<file path="src/hw/rtl/assert_macros.svh">
// assertion macros shared by the slot table rtl
`ifndef ASSERT_MACROS_SVH
`define ASSERT_MACROS_SVH

// same-cycle implication
`define STA_ASSERT(label, clk, rst, ante, cons) \
   label: assert property (@(posedge clk) disable iff (rst) (ante) |-> (cons)) \
      else $error("assertion failed");

// next-cycle implication
`define STA_ASSERT_NEXT(label, clk, rst, ante, cons) \
   label: assert property (@(posedge clk) disable iff (rst) (ante) |=> (cons)) \
      else $error("assertion failed");

`endif

</file>
<file path="src/hw/rtl/sta_pkg.sv">
// shared types and constants of the slot table allocator
package sta_pkg;

   localparam int SLOTS_DEF      = 64;
   localparam int VALUE_BITS_DEF = 32;

   localparam int OP_W     = 3;
   localparam int POS_W    = 7;
   localparam int VAL_W    = 32;
   localparam int STATUS_W = 2;
   localparam int RPOS_W   = 6;
   localparam int CNT_W    = 7;

   typedef enum logic [OP_W-1:0] {
      OP_ADD    = 3'd0,
      OP_SET    = 3'd1,
      OP_DELETE = 3'd2,
      OP_NEXT   = 3'd3,
      OP_PREV   = 3'd4,
      OP_CLEAR  = 3'd5,
      OP_READ   = 3'd6
   } op_type;

   typedef enum logic [STATUS_W-1:0] {
      STAT_OK   = 2'd0,
      STAT_NONE = 2'd1,
      STAT_BAD  = 2'd2
   } status_type;

   typedef enum logic [1:0] {
      S_IDLE = 2'd0,
      S_EXEC = 2'd1,
      S_READ = 2'd2
   } state_type;

   typedef struct packed {
      logic capture;
      logic execute;
      logic finish;
   } ctl_cmd_type;

   typedef struct packed {
      logic out_free;
   } dp_status_type;

endpackage

</file>
<file path="src/hw/rtl/sta_req_if.sv">
// request channel interface
interface sta_req_if;
   logic                            valid;
   logic                            ready;
   logic [sta_pkg::OP_W-1:0]        operation;
   logic signed [sta_pkg::POS_W-1:0] position;
   logic [sta_pkg::VAL_W-1:0]       value;

   modport source (output valid, output operation, output position, output value,
                   input ready);
   modport sink (input valid, input operation, input position, input value,
                 output ready);
endinterface

</file>
<file path="src/hw/rtl/sta_rsp_if.sv">
// response channel interface
interface sta_rsp_if;
   logic                          valid;
   logic                          ready;
   logic [sta_pkg::STATUS_W-1:0]  status;
   logic [sta_pkg::RPOS_W-1:0]    result_position;
   logic                          found;
   logic [sta_pkg::VAL_W-1:0]     read_value;
   logic [sta_pkg::CNT_W-1:0]     occupied_count;

   modport source (output valid, output status, output result_position, output found,
                   output read_value, output occupied_count, input ready);
   modport sink (input valid, input status, input result_position, input found,
                 input read_value, input occupied_count, output ready);
endinterface

</file>
<file path="src/hw/rtl/sta_control.sv">
// controller state machine of the slot table allocator
`include "assert_macros.svh"
module sta_control (
   input  logic                   clock,
   input  logic                   reset,
   input  logic                   req_valid,
   output logic                   req_ready,
   input  sta_pkg::dp_status_type status,
   output sta_pkg::ctl_cmd_type   cmd
);
   import sta_pkg::*;

   state_type state_ff;
   state_type state_in;

   always_ff @(posedge clock) begin
      if (reset) begin
         state_ff <= S_IDLE;
      end else begin
         state_ff <= state_in;
      end
   end

   // next state
   always_comb begin
      state_in = state_ff;
      case (state_ff)
         S_IDLE: begin
            if (req_valid) state_in = S_EXEC;
         end
         S_EXEC: begin
            state_in = S_READ;
         end
         S_READ: begin
            if (status.out_free) state_in = req_valid ? S_EXEC : S_IDLE;
         end
         default: begin
            state_in = S_IDLE;
         end
      endcase
   end

   // outputs
   always_comb begin
      req_ready   = 1'b0;
      cmd.execute = 1'b0;
      cmd.finish  = 1'b0;
      case (state_ff)
         S_IDLE: begin
            req_ready = 1'b1;
         end
         S_EXEC: begin
            cmd.execute = 1'b1;
         end
         S_READ: begin
            req_ready  = status.out_free;
            cmd.finish = status.out_free;
         end
         default: begin
            req_ready = 1'b0;
         end
      endcase
      cmd.capture = req_valid && req_ready;
   end

   `STA_ASSERT_NEXT(a_exec_then_read, clock, reset, state_ff == S_EXEC, state_ff == S_READ)
   `STA_ASSERT(a_capture_state, clock, reset, cmd.capture,
      state_ff == S_IDLE || state_ff == S_READ)

endmodule

</file>
<file path="src/hw/rtl/sta_datapath.sv">
// datapath: occupancy vector, value memory, searches and response register
`include "assert_macros.svh"
module sta_datapath #(
   parameter int SLOTS      = sta_pkg::SLOTS_DEF,
   parameter int VALUE_BITS = sta_pkg::VALUE_BITS_DEF
) (
   input  logic                             clock,
   input  logic                             reset,
   input  sta_pkg::ctl_cmd_type             cmd,
   output sta_pkg::dp_status_type           status,
   input  logic [sta_pkg::OP_W-1:0]         req_operation,
   input  logic signed [sta_pkg::POS_W-1:0] req_position,
   input  logic [sta_pkg::VAL_W-1:0]        req_value,
   sta_rsp_if.source                        rsp_ch
);
   import sta_pkg::*;

   localparam int IDX_W  = (SLOTS > 1) ? $clog2(SLOTS) : 1;
   localparam int NUM_W  = $clog2(SLOTS + 1);
   localparam int SW     = (VALUE_BITS < VAL_W) ? VALUE_BITS : VAL_W;

   function automatic logic [IDX_W-1:0] lowest_set(input logic [SLOTS-1:0] v);
      logic [IDX_W-1:0] idx;
      idx = '0;
      for (int i = SLOTS - 1; i >= 0; i--) begin
         if (v[i]) idx = IDX_W'(i);
      end
      return idx;
   endfunction

   function automatic logic [IDX_W-1:0] highest_set(input logic [SLOTS-1:0] v);
      logic [IDX_W-1:0] idx;
      idx = '0;
      for (int i = 0; i < SLOTS; i++) begin
         if (v[i]) idx = IDX_W'(i);
      end
      return idx;
   endfunction

   // captured transaction
   logic [OP_W-1:0]         op_ff;
   logic signed [POS_W-1:0] pos_ff;
   logic [SW-1:0]           val_ff;

   // table state
   logic [SLOTS-1:0] occ_ff, occ_in;
   logic [NUM_W-1:0] cnt_ff, cnt_in;
   logic [IDX_W-1:0] ss_ff, ss_in;
   logic [SW-1:0]    mem [SLOTS];
   logic [SW-1:0]    rdata_ff;

   // result of the execute cycle
   status_type       res_status_ff, res_status_in;
   logic [IDX_W-1:0] res_pos_ff, res_pos_in;
   logic             res_found_ff, res_found_in;
   logic [SW-1:0]    res_val_ff, res_val_in;
   logic             res_rd_ff, res_rd_in;

   // response register
   logic               out_valid_ff;
   status_type         out_status_ff;
   logic [RPOS_W-1:0]  out_pos_ff;
   logic               out_found_ff;
   logic [VAL_W-1:0]   out_val_ff;
   logic [CNT_W-1:0]   out_cnt_ff;

   logic             mem_we, mem_re;
   logic [IDX_W-1:0] mem_waddr, mem_raddr;

   logic             val_nz, in_range, slot_occ, full;
   logic [IDX_W-1:0] pidx, add_idx, next_idx, prev_idx;
   logic [SLOTS-1:0] empty_v, add_hi_v, next_v, prev_v;

   always_ff @(posedge clock) begin
      if (cmd.capture) begin
         op_ff  <= req_operation;
         pos_ff <= req_position;
         val_ff <= req_value[SW-1:0];
      end
   end

   // operand decode and searches
   always_comb begin
      val_nz   = |val_ff;
      in_range = !pos_ff[POS_W-1] && (int'(pos_ff) < SLOTS);
      pidx     = IDX_W'($unsigned(pos_ff));
      slot_occ = occ_ff[pidx];
      empty_v  = ~occ_ff;
      full     = ~|empty_v;
      for (int i = 0; i < SLOTS; i++) begin
         add_hi_v[i] = empty_v[i] && (IDX_W'(i) >= ss_ff);
         next_v[i]   = occ_ff[i] && (int'(pos_ff) < i);
         prev_v[i]   = occ_ff[i] && (pos_ff[POS_W-1] || (int'(pos_ff) > i));
      end
      add_idx  = (|add_hi_v) ? lowest_set(add_hi_v) : lowest_set(empty_v);
      next_idx = lowest_set(next_v);
      prev_idx = highest_set(prev_v);
   end

   // execute: state update and memory access
   always_comb begin
      occ_in        = occ_ff;
      cnt_in        = cnt_ff;
      ss_in         = ss_ff;
      res_status_in = res_status_ff;
      res_pos_in    = res_pos_ff;
      res_found_in  = res_found_ff;
      res_val_in    = res_val_ff;
      res_rd_in     = res_rd_ff;
      mem_we        = 1'b0;
      mem_waddr     = pidx;
      mem_re        = 1'b0;
      mem_raddr     = pidx;
      if (cmd.execute) begin
         res_status_in = STAT_OK;
         res_pos_in    = '0;
         res_found_in  = 1'b0;
         res_val_in    = '0;
         res_rd_in     = 1'b0;
         case (op_type'(op_ff))
            OP_ADD: begin
               if (!val_nz) begin
                  res_status_in = STAT_BAD;
               end else if (full) begin
                  res_status_in = STAT_NONE;
               end else begin
                  mem_we          = 1'b1;
                  mem_waddr       = add_idx;
                  occ_in[add_idx] = 1'b1;
                  cnt_in          = cnt_ff + NUM_W'(1);
                  ss_in           = (add_idx == IDX_W'(SLOTS - 1)) ? '0
                                                                    : add_idx + IDX_W'(1);
                  res_found_in    = 1'b1;
                  res_pos_in      = add_idx;
                  res_val_in      = val_ff;
               end
            end
            OP_SET: begin
               if (!in_range) begin
                  res_status_in = STAT_BAD;
               end else begin
                  mem_we       = 1'b1;
                  occ_in[pidx] = val_nz;
                  if (!slot_occ && val_nz) cnt_in = cnt_ff + NUM_W'(1);
                  if (slot_occ && !val_nz) cnt_in = cnt_ff - NUM_W'(1);
                  res_found_in = val_nz;
                  res_pos_in   = val_nz ? pidx : '0;
                  res_val_in   = val_ff;
               end
            end
            OP_DELETE: begin
               if (!in_range || !slot_occ) begin
                  res_status_in = STAT_BAD;
               end else begin
                  occ_in[pidx] = 1'b0;
                  cnt_in       = cnt_ff - NUM_W'(1);
               end
            end
            OP_NEXT: begin
               if (|next_v) begin
                  mem_re       = 1'b1;
                  mem_raddr    = next_idx;
                  res_found_in = 1'b1;
                  res_pos_in   = next_idx;
                  res_rd_in    = 1'b1;
               end else begin
                  res_status_in = STAT_NONE;
               end
            end
            OP_PREV: begin
               if (|prev_v) begin
                  mem_re       = 1'b1;
                  mem_raddr    = prev_idx;
                  res_found_in = 1'b1;
                  res_pos_in   = prev_idx;
                  res_rd_in    = 1'b1;
               end else begin
                  res_status_in = STAT_NONE;
               end
            end
            OP_CLEAR: begin
               occ_in = '0;
               cnt_in = '0;
            end
            OP_READ: begin
               if (!in_range || !slot_occ) begin
                  res_status_in = STAT_BAD;
               end else begin
                  mem_re       = 1'b1;
                  res_found_in = 1'b1;
                  res_pos_in   = pidx;
                  res_rd_in    = 1'b1;
               end
            end
            default: begin
               res_status_in = STAT_OK;
            end
         endcase
      end
   end

   always_ff @(posedge clock) begin
      if (reset) begin
         occ_ff <= '0;
         cnt_ff <= '0;
         ss_ff  <= '0;
      end else begin
         occ_ff <= occ_in;
         cnt_ff <= cnt_in;
         ss_ff  <= ss_in;
      end
   end

   always_ff @(posedge clock) begin
      res_status_ff <= res_status_in;
      res_pos_ff    <= res_pos_in;
      res_found_ff  <= res_found_in;
      res_val_ff    <= res_val_in;
      res_rd_ff     <= res_rd_in;
   end

   // value store
   always_ff @(posedge clock) begin
      if (mem_we) mem[mem_waddr] <= val_ff;
      if (mem_re) rdata_ff <= mem[mem_raddr];
   end

   // response register
   always_ff @(posedge clock) begin
      if (reset) begin
         out_valid_ff <= 1'b0;
      end else if (cmd.finish) begin
         out_valid_ff <= 1'b1;
      end else if (rsp_ch.ready) begin
         out_valid_ff <= 1'b0;
      end
   end

   always_ff @(posedge clock) begin
      if (cmd.finish) begin
         out_status_ff <= res_status_ff;
         out_pos_ff    <= RPOS_W'(res_pos_ff);
         out_found_ff  <= res_found_ff;
         out_val_ff    <= VAL_W'(res_rd_ff ? rdata_ff : res_val_ff);
         out_cnt_ff    <= CNT_W'(cnt_ff);
      end
   end

   assign status.out_free        = !out_valid_ff || rsp_ch.ready;
   assign rsp_ch.valid           = out_valid_ff;
   assign rsp_ch.status          = out_status_ff;
   assign rsp_ch.result_position = out_pos_ff;
   assign rsp_ch.found           = out_found_ff;
   assign rsp_ch.read_value      = out_val_ff;
   assign rsp_ch.occupied_count  = out_cnt_ff;

   `STA_ASSERT(a_count_tracks_occ, clock, reset, 1'b1, int'(cnt_ff) == $countones(occ_ff))
   `STA_ASSERT(a_empty_rsp_zero, clock, reset, out_valid_ff && !out_found_ff,
      out_pos_ff == '0 && out_val_ff == '0)
   `STA_ASSERT_NEXT(a_finish_loads, clock, reset, cmd.finish, out_valid_ff)

endmodule

</file>
<file path="src/hw/rtl/slot_table_next_fit_allocator.sv">
// top level of the slot table with next-fit handle allocation
//
//   channel  direction  handshake        payload
//   req_ch   in         valid / ready    operation, position, value
//   rsp_ch   out        valid / ready    status, result_position, found,
//                                        read_value, occupied_count
//
// an execute step searches the occupancy vector and updates the table,
// then a read step waits for the registered value memory read to return
// a new transaction is taken in the cycle the previous response is loaded
// reset clears the occupancy vector, count and search start
// a stalled response holds the block in its read cycle until taken
module slot_table_next_fit_allocator #(
   parameter int SLOTS      = sta_pkg::SLOTS_DEF,
   parameter int VALUE_BITS = sta_pkg::VALUE_BITS_DEF
) (
   input  logic       clock,
   input  logic       reset,
   sta_req_if.sink    req_ch,
   sta_rsp_if.source  rsp_ch
);
   import sta_pkg::*;

   ctl_cmd_type   cmd;
   dp_status_type dp_status;
   logic          ready;

   sta_control u_control (
      .clock     (clock),
      .reset     (reset),
      .req_valid (req_ch.valid),
      .req_ready (ready),
      .status    (dp_status),
      .cmd       (cmd)
   );

   sta_datapath #(
      .SLOTS      (SLOTS),
      .VALUE_BITS (VALUE_BITS)
   ) u_datapath (
      .clock         (clock),
      .reset         (reset),
      .cmd           (cmd),
      .status        (dp_status),
      .req_operation (req_ch.operation),
      .req_position  (req_ch.position),
      .req_value     (req_ch.value),
      .rsp_ch        (rsp_ch)
   );

   assign req_ch.ready = ready;

endmodule

</file>
<file path="src/flat_wrapper.sv">
// flat-port wrapper written by rule: the top's interface ports become plain ports
module slot_table_next_fit_allocator_flat import sta_pkg::*;
#(
   parameter int SLOTS      = sta_pkg::SLOTS_DEF,
   parameter int VALUE_BITS = sta_pkg::VALUE_BITS_DEF
)
  (clock, reset, req_ch_valid, req_ch_operation, req_ch_position, req_ch_value, req_ch_ready, rsp_ch_valid, rsp_ch_status, rsp_ch_result_position, rsp_ch_found, rsp_ch_read_value, rsp_ch_occupied_count, rsp_ch_ready);
  sta_req_if req_ch_i ();
  sta_rsp_if rsp_ch_i ();
  input  logic clock;
  input  logic reset;
  input wire logic [$bits(req_ch_i.valid)-1:0] req_ch_valid;
  input wire logic [$bits(req_ch_i.operation)-1:0] req_ch_operation;
  input wire logic [$bits(req_ch_i.position)-1:0] req_ch_position;
  input wire logic [$bits(req_ch_i.value)-1:0] req_ch_value;
  output wire logic [$bits(req_ch_i.ready)-1:0] req_ch_ready;
  output wire logic [$bits(rsp_ch_i.valid)-1:0] rsp_ch_valid;
  output wire logic [$bits(rsp_ch_i.status)-1:0] rsp_ch_status;
  output wire logic [$bits(rsp_ch_i.result_position)-1:0] rsp_ch_result_position;
  output wire logic [$bits(rsp_ch_i.found)-1:0] rsp_ch_found;
  output wire logic [$bits(rsp_ch_i.read_value)-1:0] rsp_ch_read_value;
  output wire logic [$bits(rsp_ch_i.occupied_count)-1:0] rsp_ch_occupied_count;
  input wire logic [$bits(rsp_ch_i.ready)-1:0] rsp_ch_ready;
  assign req_ch_i.valid = req_ch_valid;
  assign req_ch_i.operation = req_ch_operation;
  assign req_ch_i.position = req_ch_position;
  assign req_ch_i.value = req_ch_value;
  assign req_ch_ready = req_ch_i.ready;
  assign rsp_ch_valid = rsp_ch_i.valid;
  assign rsp_ch_status = rsp_ch_i.status;
  assign rsp_ch_result_position = rsp_ch_i.result_position;
  assign rsp_ch_found = rsp_ch_i.found;
  assign rsp_ch_read_value = rsp_ch_i.read_value;
  assign rsp_ch_occupied_count = rsp_ch_i.occupied_count;
  assign rsp_ch_i.ready = rsp_ch_ready;
  slot_table_next_fit_allocator #(.SLOTS(SLOTS), .VALUE_BITS(VALUE_BITS)) u_core (.clock(clock), .reset(reset), .req_ch(req_ch_i), .rsp_ch(rsp_ch_i));
endmodule
</file>
<file path="config.mk">
export PLATFORM = sky130hd
export DESIGN_NAME = slot_table_next_fit_allocator_flat
export DESIGN_NICKNAME = d
export VERILOG_FILES = /design/src/hw/rtl/sta_pkg.sv /design/src/hw/rtl/sta_req_if.sv /design/src/hw/rtl/sta_rsp_if.sv /design/src/hw/rtl/sta_control.sv /design/src/hw/rtl/sta_datapath.sv /design/src/hw/rtl/slot_table_next_fit_allocator.sv /design/src/flat_wrapper.sv
export VERILOG_INCLUDE_DIRS = /design/src /design/src/hw/rtl
export SDC_FILE = /design/constraint.sdc
export NUM_CORES = 2
export LEC_CHECK = 0
export ABC_AREA = 1
export BUFFER_PORTS_ARGS = -buffer_cell sky130_fd_sc_hd__buf_2
export CAP_MARGIN = 10
export CORE_ASPECT_RATIO = 1.75
export CORE_UTILIZATION = 35
export DETAILED_ROUTE_END_ITERATION = 8
export GPL_TIMING_DRIVEN = 0
export PLACE_DENSITY = 0.57
export SYNTH_ARGS = -nofsm -noshare
export SYNTH_HDL_FRONTEND = slang
export SYNTH_SLANG_ARGS = --single-unit
</file>
<file path="constraint.sdc">
create_clock -name clock -period 8.75 [get_ports clock]
set_input_delay 0.875 -clock clock [delete_from_list [all_inputs] [get_ports clock]]
set_output_delay 0.875 -clock clock [all_outputs]
set_load 0.05 [all_outputs]
</file>
Word-level counts from Yosys, hierarchy flattened

Memory sizes are Yosys's and may differ from the RTL's. A register that Yosys moved wholly into a read port is not among the register bits.
Cells that the tools add are included.
Widths: inputs -> output; s select.

Word-level logic and storage cells: 849
Memories kept: 1
Bits in registers: 212
Bits of input ports: 46
RAM bits: 2048

Memory list:

| name                  | words | width | read ports | clocked after memory_dff | wr ports | line               | source |
|---|---|---|---|---|---|---|---|
| u_core.u_datapath.mem | 64    | 32    | 1          | 1                        | 1        | sta_datapath.sv:49 | `logic [SW-1:0] mem [SLOTS];` |

Bitwise gates (word level): 4
Add/sub/neg operators: 3
Reduce and logical (&&, ||, !) cells: 283
Order comparisons: 197
Muxes and demuxes: 327
Eq/ne operators: 16

Operator list:

| operator           | count |
|---|---|
| $mux 6             | 270 |
| $mux 64            | 4 |
| $pmux 64 s4        | 1 |
| $reduce_or 64->1   | 4 |
| $gt 7x7->1 const B | 32 |
| $lt 7x7->1 const B | 32 |
| $logic_and 1x1->1  | 198 |
| $ge 6x6->1 const A | 32 |
| $mux 32            | 4 |
| $not 64->64        | 2 |
| $gt 7x6->1 const B | 16 |
| $lt 7x6->1 const B | 16 |
| $ge 5x6->1 const A | 16 |
| $logic_or 1x1->1   | 66 |
| $and 64x64->64     | 1 |
| $bwmux 64          | 1 |
| $or 64x64->64      | 1 |
| $pmux 32 s2        | 1 |
| $gt 7x5->1 const B | 8 |
| $lt 7x5->1 const B | 8 |
| $ge 4x6->1 const A | 8 |
| $mux 7             | 6 |
| $reduce_or 32->1   | 1 |
| $pmux 6 s5         | 1 |
| 46 further kinds   | 101 |

Logic depth before layout (Yosys ltp)

Depth in word-level cells: 75
Depth in mapped cells: 81

By module

A second synthesis with hierarchy kept.

Cell total of the unflattened synthesis: 10564
Area, all modules: 106940.1 um2

By module, submodules not included:

| module       | cells an instance | area each (um2) | times used |
|---|---|---|---|
| sta_datapath | 10544             | 106821.2        | 1 |
| sta_control  | 20                | 118.9           | 1 |

Least setup slack after synthesis

No wires, ideal clock.

Kind: reg2reg
Start point: register u_core.u_datapath.ss_ff[4]
End point: memory u_core.u_datapath.mem[11][0] (netlist bit), enable pin
Arrival time: 5.873 ns
Path slack: 2.456 ns
Stages on the path, launching flop included: 59
Buffers on the path: 1
Setup time: 0.421 ns
Data required time: 8.329 ns
Period minus slack after synthesis: 6.294 ns
Path through: dfxtp_1 > buf_2 > nand2_1 > nor2_1 > a21oi_1 > o21ai_1 > a21oi_1 > o21ai_1 > a21oi_1 > o21a_1 > o21ai_1 > a21oi_1 > o21ai_0 > a21boi_1 > o21ai_0 > a21oi_1 > o21ai_1 > nand2_1 > [23 not listed] > nand2_1 > nand2_1 > nand2_1 > nand2_1 > nand2_1 > nand2_1 > nand2_1 > nand2_1 > nand2_1 > nand2_1 > nand2_1 > nand2_1 > nand2_1 > nand2_1 > inv_1 > o21ai_1 > nand2_1 > nor2_1

Cells in the longest elaborated chain, start to end: 71
Elaborated cells on any way between the ends: 198
Classes of those cells: order compare (64); mux (69); reduce/logical (65)

RTL lines:

| what                     | line                | source |
|---|---|---|
| start: declaration       | sta_datapath.sv:48  | `logic [IDX_W-1:0] ss_ff, ss_in;` |
| start signal: assignment | sta_datapath.sv:210 | `ss_ff <= ss_in;` |
| $ge 6x6->1               | sta_datapath.sv:91  | `add_hi_v[i] = empty_v[i] && (IDX_W'(i) >= ss_ff);` |
| $logic_and 1x1->1        | sta_datapath.sv:91  |  |
| $mux 6 (64 in series)    | sta_datapath.sv:26  | `if (v[i]) idx = IDX_W'(i);` |
| $mux 6 *                 | sta_datapath.sv:95  | `add_idx = (\|add_hi_v) ? lowest_set(add_hi_v) : lowest_set(empty_v);` |
| $mux 6 *                 | sta_datapath.sv:124 | `end else if (full) begin` |
| $mux 6 *                 | sta_datapath.sv:122 | `if (!val_nz) begin` |
| $mux 6 *                 | sta_datapath.sv:120 | `case (op_type'(op_ff))` |
| $mux 6 *                 | sta_datapath.sv:114 | `if (cmd.execute) begin` |
| end: declaration         | sta_datapath.sv:49  |  |

Mark *: on every way between the ends. The rest lies on a longest branch, timed or not.

Worst setup path in the final report

Start point: register u_core.u_datapath.pos_ff[3]
End point: register u_core.u_datapath.rdata_ff[29], read port of u_core.u_datapath.mem (data pin)

Cells in the longest elaborated chain, start to end: 69
Elaborated cells on any way between the ends: 465
Classes of those cells: order compare (129); mux (138); reduce/logical (198)

RTL lines:

| what                                                         | line                                     | source |
|---|---|---|
| start: declaration                                           | sta_datapath.sv:42                       | `logic signed [POS_W-1:0] pos_ff;` |
| start signal: assignment                                     | sta_datapath.sv:77                       | `pos_ff <= req_position;` |
| $lt 7x7->1 / $gt 7x2->1 (equally long branches)              | sta_datapath.sv:92, sta_datapath.sv:93   |  |
| $logic_and 1x1->1 / $logic_or 1x1->1 (equally long branches) | sta_datapath.sv:92, sta_datapath.sv:93   |  |
| $mux 6 / $logic_and 1x1->1 (equally long branches)           | sta_datapath.sv:26, sta_datapath.sv:93   |  |
| $mux 6 / $mux 1 (equally long branches)                      | sta_datapath.sv:26, sta_datapath.sv:35   |  |
| $mux 6, on equally long branches (62 in series)              | sta_datapath.sv:26, sta_datapath.sv:35   |  |
| $mux 6, on equally long branches                             | sta_datapath.sv:160, sta_datapath.sv:171 |  |
| $pmux 6 s2                                                   | sta_datapath.sv:120                      |  |
| $mux 6                                                       | sta_datapath.sv:114                      |  |
| end: declaration                                             | sta_datapath.sv:50                       | `logic [SW-1:0] rdata_ff;` |

Several ways; a longest one is shown, not always the timed one. The select of a mux whose other input is x is not followed.
A chain may end at the register's enable or synchronous reset.

==> results.py <==
metrics = {
    "route": {
        "dr_total_vias": 85490,
        "dr.pass1.iters": 9,
        "drt_iter0_drc": 10190,
        "drc_errors": 0,
        "wire_per_inst_um": 32.9,
        "viasPerCell": 5.53,
        "detail-route-antenna-nets": 0,
        "postRouteWirelength_um": 509000,
    },
    "synth": {
        "syn-cell-area_um2": 107000,
        "synth.distinct_cells": 59,
        "synth_fp_nets": 10610,
        "syn_inst": 10558,
        "yosysTopAreaCell": "edfxtp_1",
        "avgSynthCellArea_um2": 10.1,
        "ys_ff_latch": 2292,
        "async_flop_share_pct": 0,
        "synth.yosys.warnings": 0,
        "ys_seq_area_share_pct": 63.7,
        "synth_edf_count": 2212,
        "synth_area_leaders": "edfxtp_1 62%, nand3_1 11%, nand2_1 6.9%",
        "yosysTopAreaCellShare_pct": 62.2,
        "synth-main-ff-cell": "edfxtp_1",
    },
    "power": {
        "internal-power_uw": 18200,
        "seqPwrFrac_pct": 48.5,
        "p_leak_uw": 0.0490,
        "p_comb_share_pct": 12.7,
        "p_clk_share_pct": 38.8,
        "power-per-cell-area_nw_per_um2": 195,
        "p_sw_share_pct": 27.4,
        "vdd_drop_max_uv": 189,
        "p_switching_uw": 6870,
    },
    "critical_path": {
        "critPathMaxStageDelay_ps": 550,
        "crit_path_start_kind": "flip-flop",
        "reg2reg_to": "u_core.u_datapath.rdata_ff[29]$_DFFE_PP_",
        "arrival_ps": 9290,
        "end_kind": "flip-flop",
        "critPathCapture": "u_core.u_datapath.rdata_ff[29]$_DFFE_PP_",
        "reg2reg_depth": 39,
        "required_ps": 9380,
        "worst-path-max-fanout": 10,
        "path_class": "flip-flop to flip-flop",
        "startpoint": "u_core.u_datapath.pos_ff[3]$_DFFE_PP_",
        "cp_slowest_cell": "clkdlybuf4s15_2",
        "reg2reg_slack_ps": 100,
        "r2r_start": "u_core.u_datapath.pos_ff[3]$_DFFE_PP_",
    },
    "die": {
        "core_um2": 304000,
        "boundaryPins": 96,
        "dieArea_um2": 308000,
        "row_count": 268,
        "die_y_um": 733,
        "initial_core_util_pct": 35.1,
        "die_width_um": 420,
    },
    "run_status": {
        "status": "completed",
    },
    "grt": {
        "grt_pass1_vias": 82794,
        "grt_pass1_wl_um": 681000,
        "grt_overflow": 0,
        "antenna_found_initial": 16,
        "grt_max_degree": 40,
        "grt_usage_pct": 32.5,
    },
    "final_layout": {
        "layout.nets": 11292,
        "fill_cells": 29003,
        "syn_to_final_growth_pct": 20.4,
        "layout_common_cells": "2,252 x nand3_1, 2,212 x edfxtp_1, 1,914 x nand2_1, 1,445 x inv_1, 762 x nand3b_1",
        "final_common_cell": "nand3_1",
        "drive_above_1_share_pct": 12.0,
    },
    "clocking": {
        "h-tree-depth": 4,
        "clk_pin_slew_ps": 70,
        "cts_made_buffers": 220,
        "clock_sinks": 2292,
        "holdBufCountCts": 0,
        "clk_latency_ps": 950,
        "cts_root_buf": "clkbuf_16",
        "clock_path_buffers": 4,
        "cts_tree": "done",
    },
    "sta": {
        "fmaxAchievable_ghz": 0.116,
        "setup-violations-final": 0,
        "finalMaxSlewViolations": 0,
        "rsz0062_at_grt": "true",
        "hold_viol": 0,
        "relSlewSlack_pct": 6.01,
        "tightest_slew_ps": 1400,
        "fin_crit_sh_pct": 98.9,
        "holdWs_ps": 106,
        "period_needed_ps": 8650,
        "clock_skew_ps": 93.5,
        "fin_ws_ps": 97.4,
    },
    "worst_hold_path": {
        "hold_class": "input port to flip-flop",
    },
    "placement": {
        "port_buffers": 94,
        "dp_hpwl_um": 389000,
        "routabilityCongestion": 1.03,
        "dp_slack_ps": -3030,
    },
    "run": {
        "drv_cap": 0,
    },
}
-- flip-flops by register name (all words and copies together), names as in the netlist, 7 cells and up --
signal                                   cells
u_core.u_datapath.cnt_ff                     7
u_core.u_datapath.rdata_ff                  32
u_core.u_datapath.rsp_ch.read_value         32
u_core.u_datapath.val_ff                    32
u_core.u_datapath.mem                     2048
u_core.u_datapath.res_val_ff                32
u_core.u_datapath.occ_ff                    64
u_core.u_datapath.pos_ff                     7
u_core.u_datapath.rsp_ch.occupied_count      7
-- cells by family (layout without fill, tap and decap cells) --
kind of cell	Yosys count	after routing	share of synthesized area, %
xor+xnor	9	9	0.0738
mux	32	32	0.337
flops	2292	2292	63.7
simple gates	5560	5560	25.2
fa+ha+maj	6	6	0.0702
buf+inv	2128	2983	7.81
compound gates	531	531	2.86
other cells	0	10	0
-- metrics by stage --
step           utilization [%]  total power, µW  cells  TNS [ps]  cell area, µm²
6_report                  42.3            25100  15473         0          129000
3_5_place_dp              38.9            15300  14930   -287340          118000
5_1_grt                   42.3            25500  15464    -17810          129000
3_3_place_gp              37.0            15100  14702  -5493920          112000
2_1_floorplan                -            13700  10558         0          107000
4_1_cts                   41.8            24900  15426     -1.02          127000
-- Yosys cell counts, types with 20 or more instances --
library cell,number
edfxtp_1,2212
buf_1,137
buf_4,45
buf_2,136
nand3b_1,762
a31oi_1,20
nand3_1,2365
nand2_1,1956
mux2_2,32
dfxtp_1,80
inv_1,1446
o21ai_0,167
nor2_1,377
a21oi_1,192
clkbuf_1,338
o211ai_1,48
nor3_1,41
-- power by group through the flow --
stage	Combinational, µW	Sequential [µW]	Clock (µW)
after floorplan	1260	12400	0
after global placement	2480	12600	0
after detailed placement	2930	12400	0
after CTS	2990	12100	9780
after global routing	3260	12100	10100
final	3180	12100	9730
-- final cells by class --
class                           count  area (µm²)  area share (%)
Clock inverter                    133        1280           0.997
Sequential cell                  2292       68000            52.9
Inverter                         1470        5530            4.30
Tap cell                         4050        5070            3.94
Buffer                            657        3350            2.60
Multi-Input combinational cell   6138       32200            25.1
Antenna cell                       10        25.0          0.0195
Timing Repair Buffer              461        7430            5.78
Clock buffer                      262        5700            4.43
-- worst min path at each step --
stage | startpoint | end | slack (ps) | cells after the start
final | req_ch_value[15] | u_core.u_datapath.val_ff[15]$_DFFE_PP_ | 110 | 1
after global routing | req_ch_value[12] | u_core.u_datapath.val_ff[12]$_DFFE_PP_ | 90 | 1
after CTS | req_ch_value[14] | u_core.u_datapath.val_ff[14]$_DFFE_PP_ | 60 | 1
after detailed placement | u_core.u_datapath.res_pos_ff[5]$_DFFE_PN_ | u_core.u_datapath.rsp_ch.result_position[5]$_DFFE_PP_ | 400 | 0
after global placement | u_core.u_datapath.res_pos_ff[3]$_DFFE_PN_ | u_core.u_datapath.rsp_ch.result_position[3]$_DFFE_PP_ | 400 | 0
after floorplan | u_core.u_datapath.res_found_ff$_DFFE_PN_ | u_core.u_datapath.rsp_ch.found$_DFFE_PP_ | 400 | 0
-- critical path: cells and delay by family (launching register included) --
family,cells,cell delay (ps)
buf+inv,9,2140
simple gates,17,3240
compound gates,13,2580
flops,1,320
-- layer usage --
metal	global-route usage [%]	share of wire (%)
met4	30.9	11
met5	0	0.0026
met1	34.3	33
met2	54.8	48
met3	5.16	7.2
-- what timing repair did --
item / CTS / global route
gates resized for setup: 198 / 303
pin swaps: 50 / 19
buffers inserted: 101 / 36
cloned: 0 / 1
setup endpoints to repair: 1207 / 2080
Power figures use the tool's default switching activity.
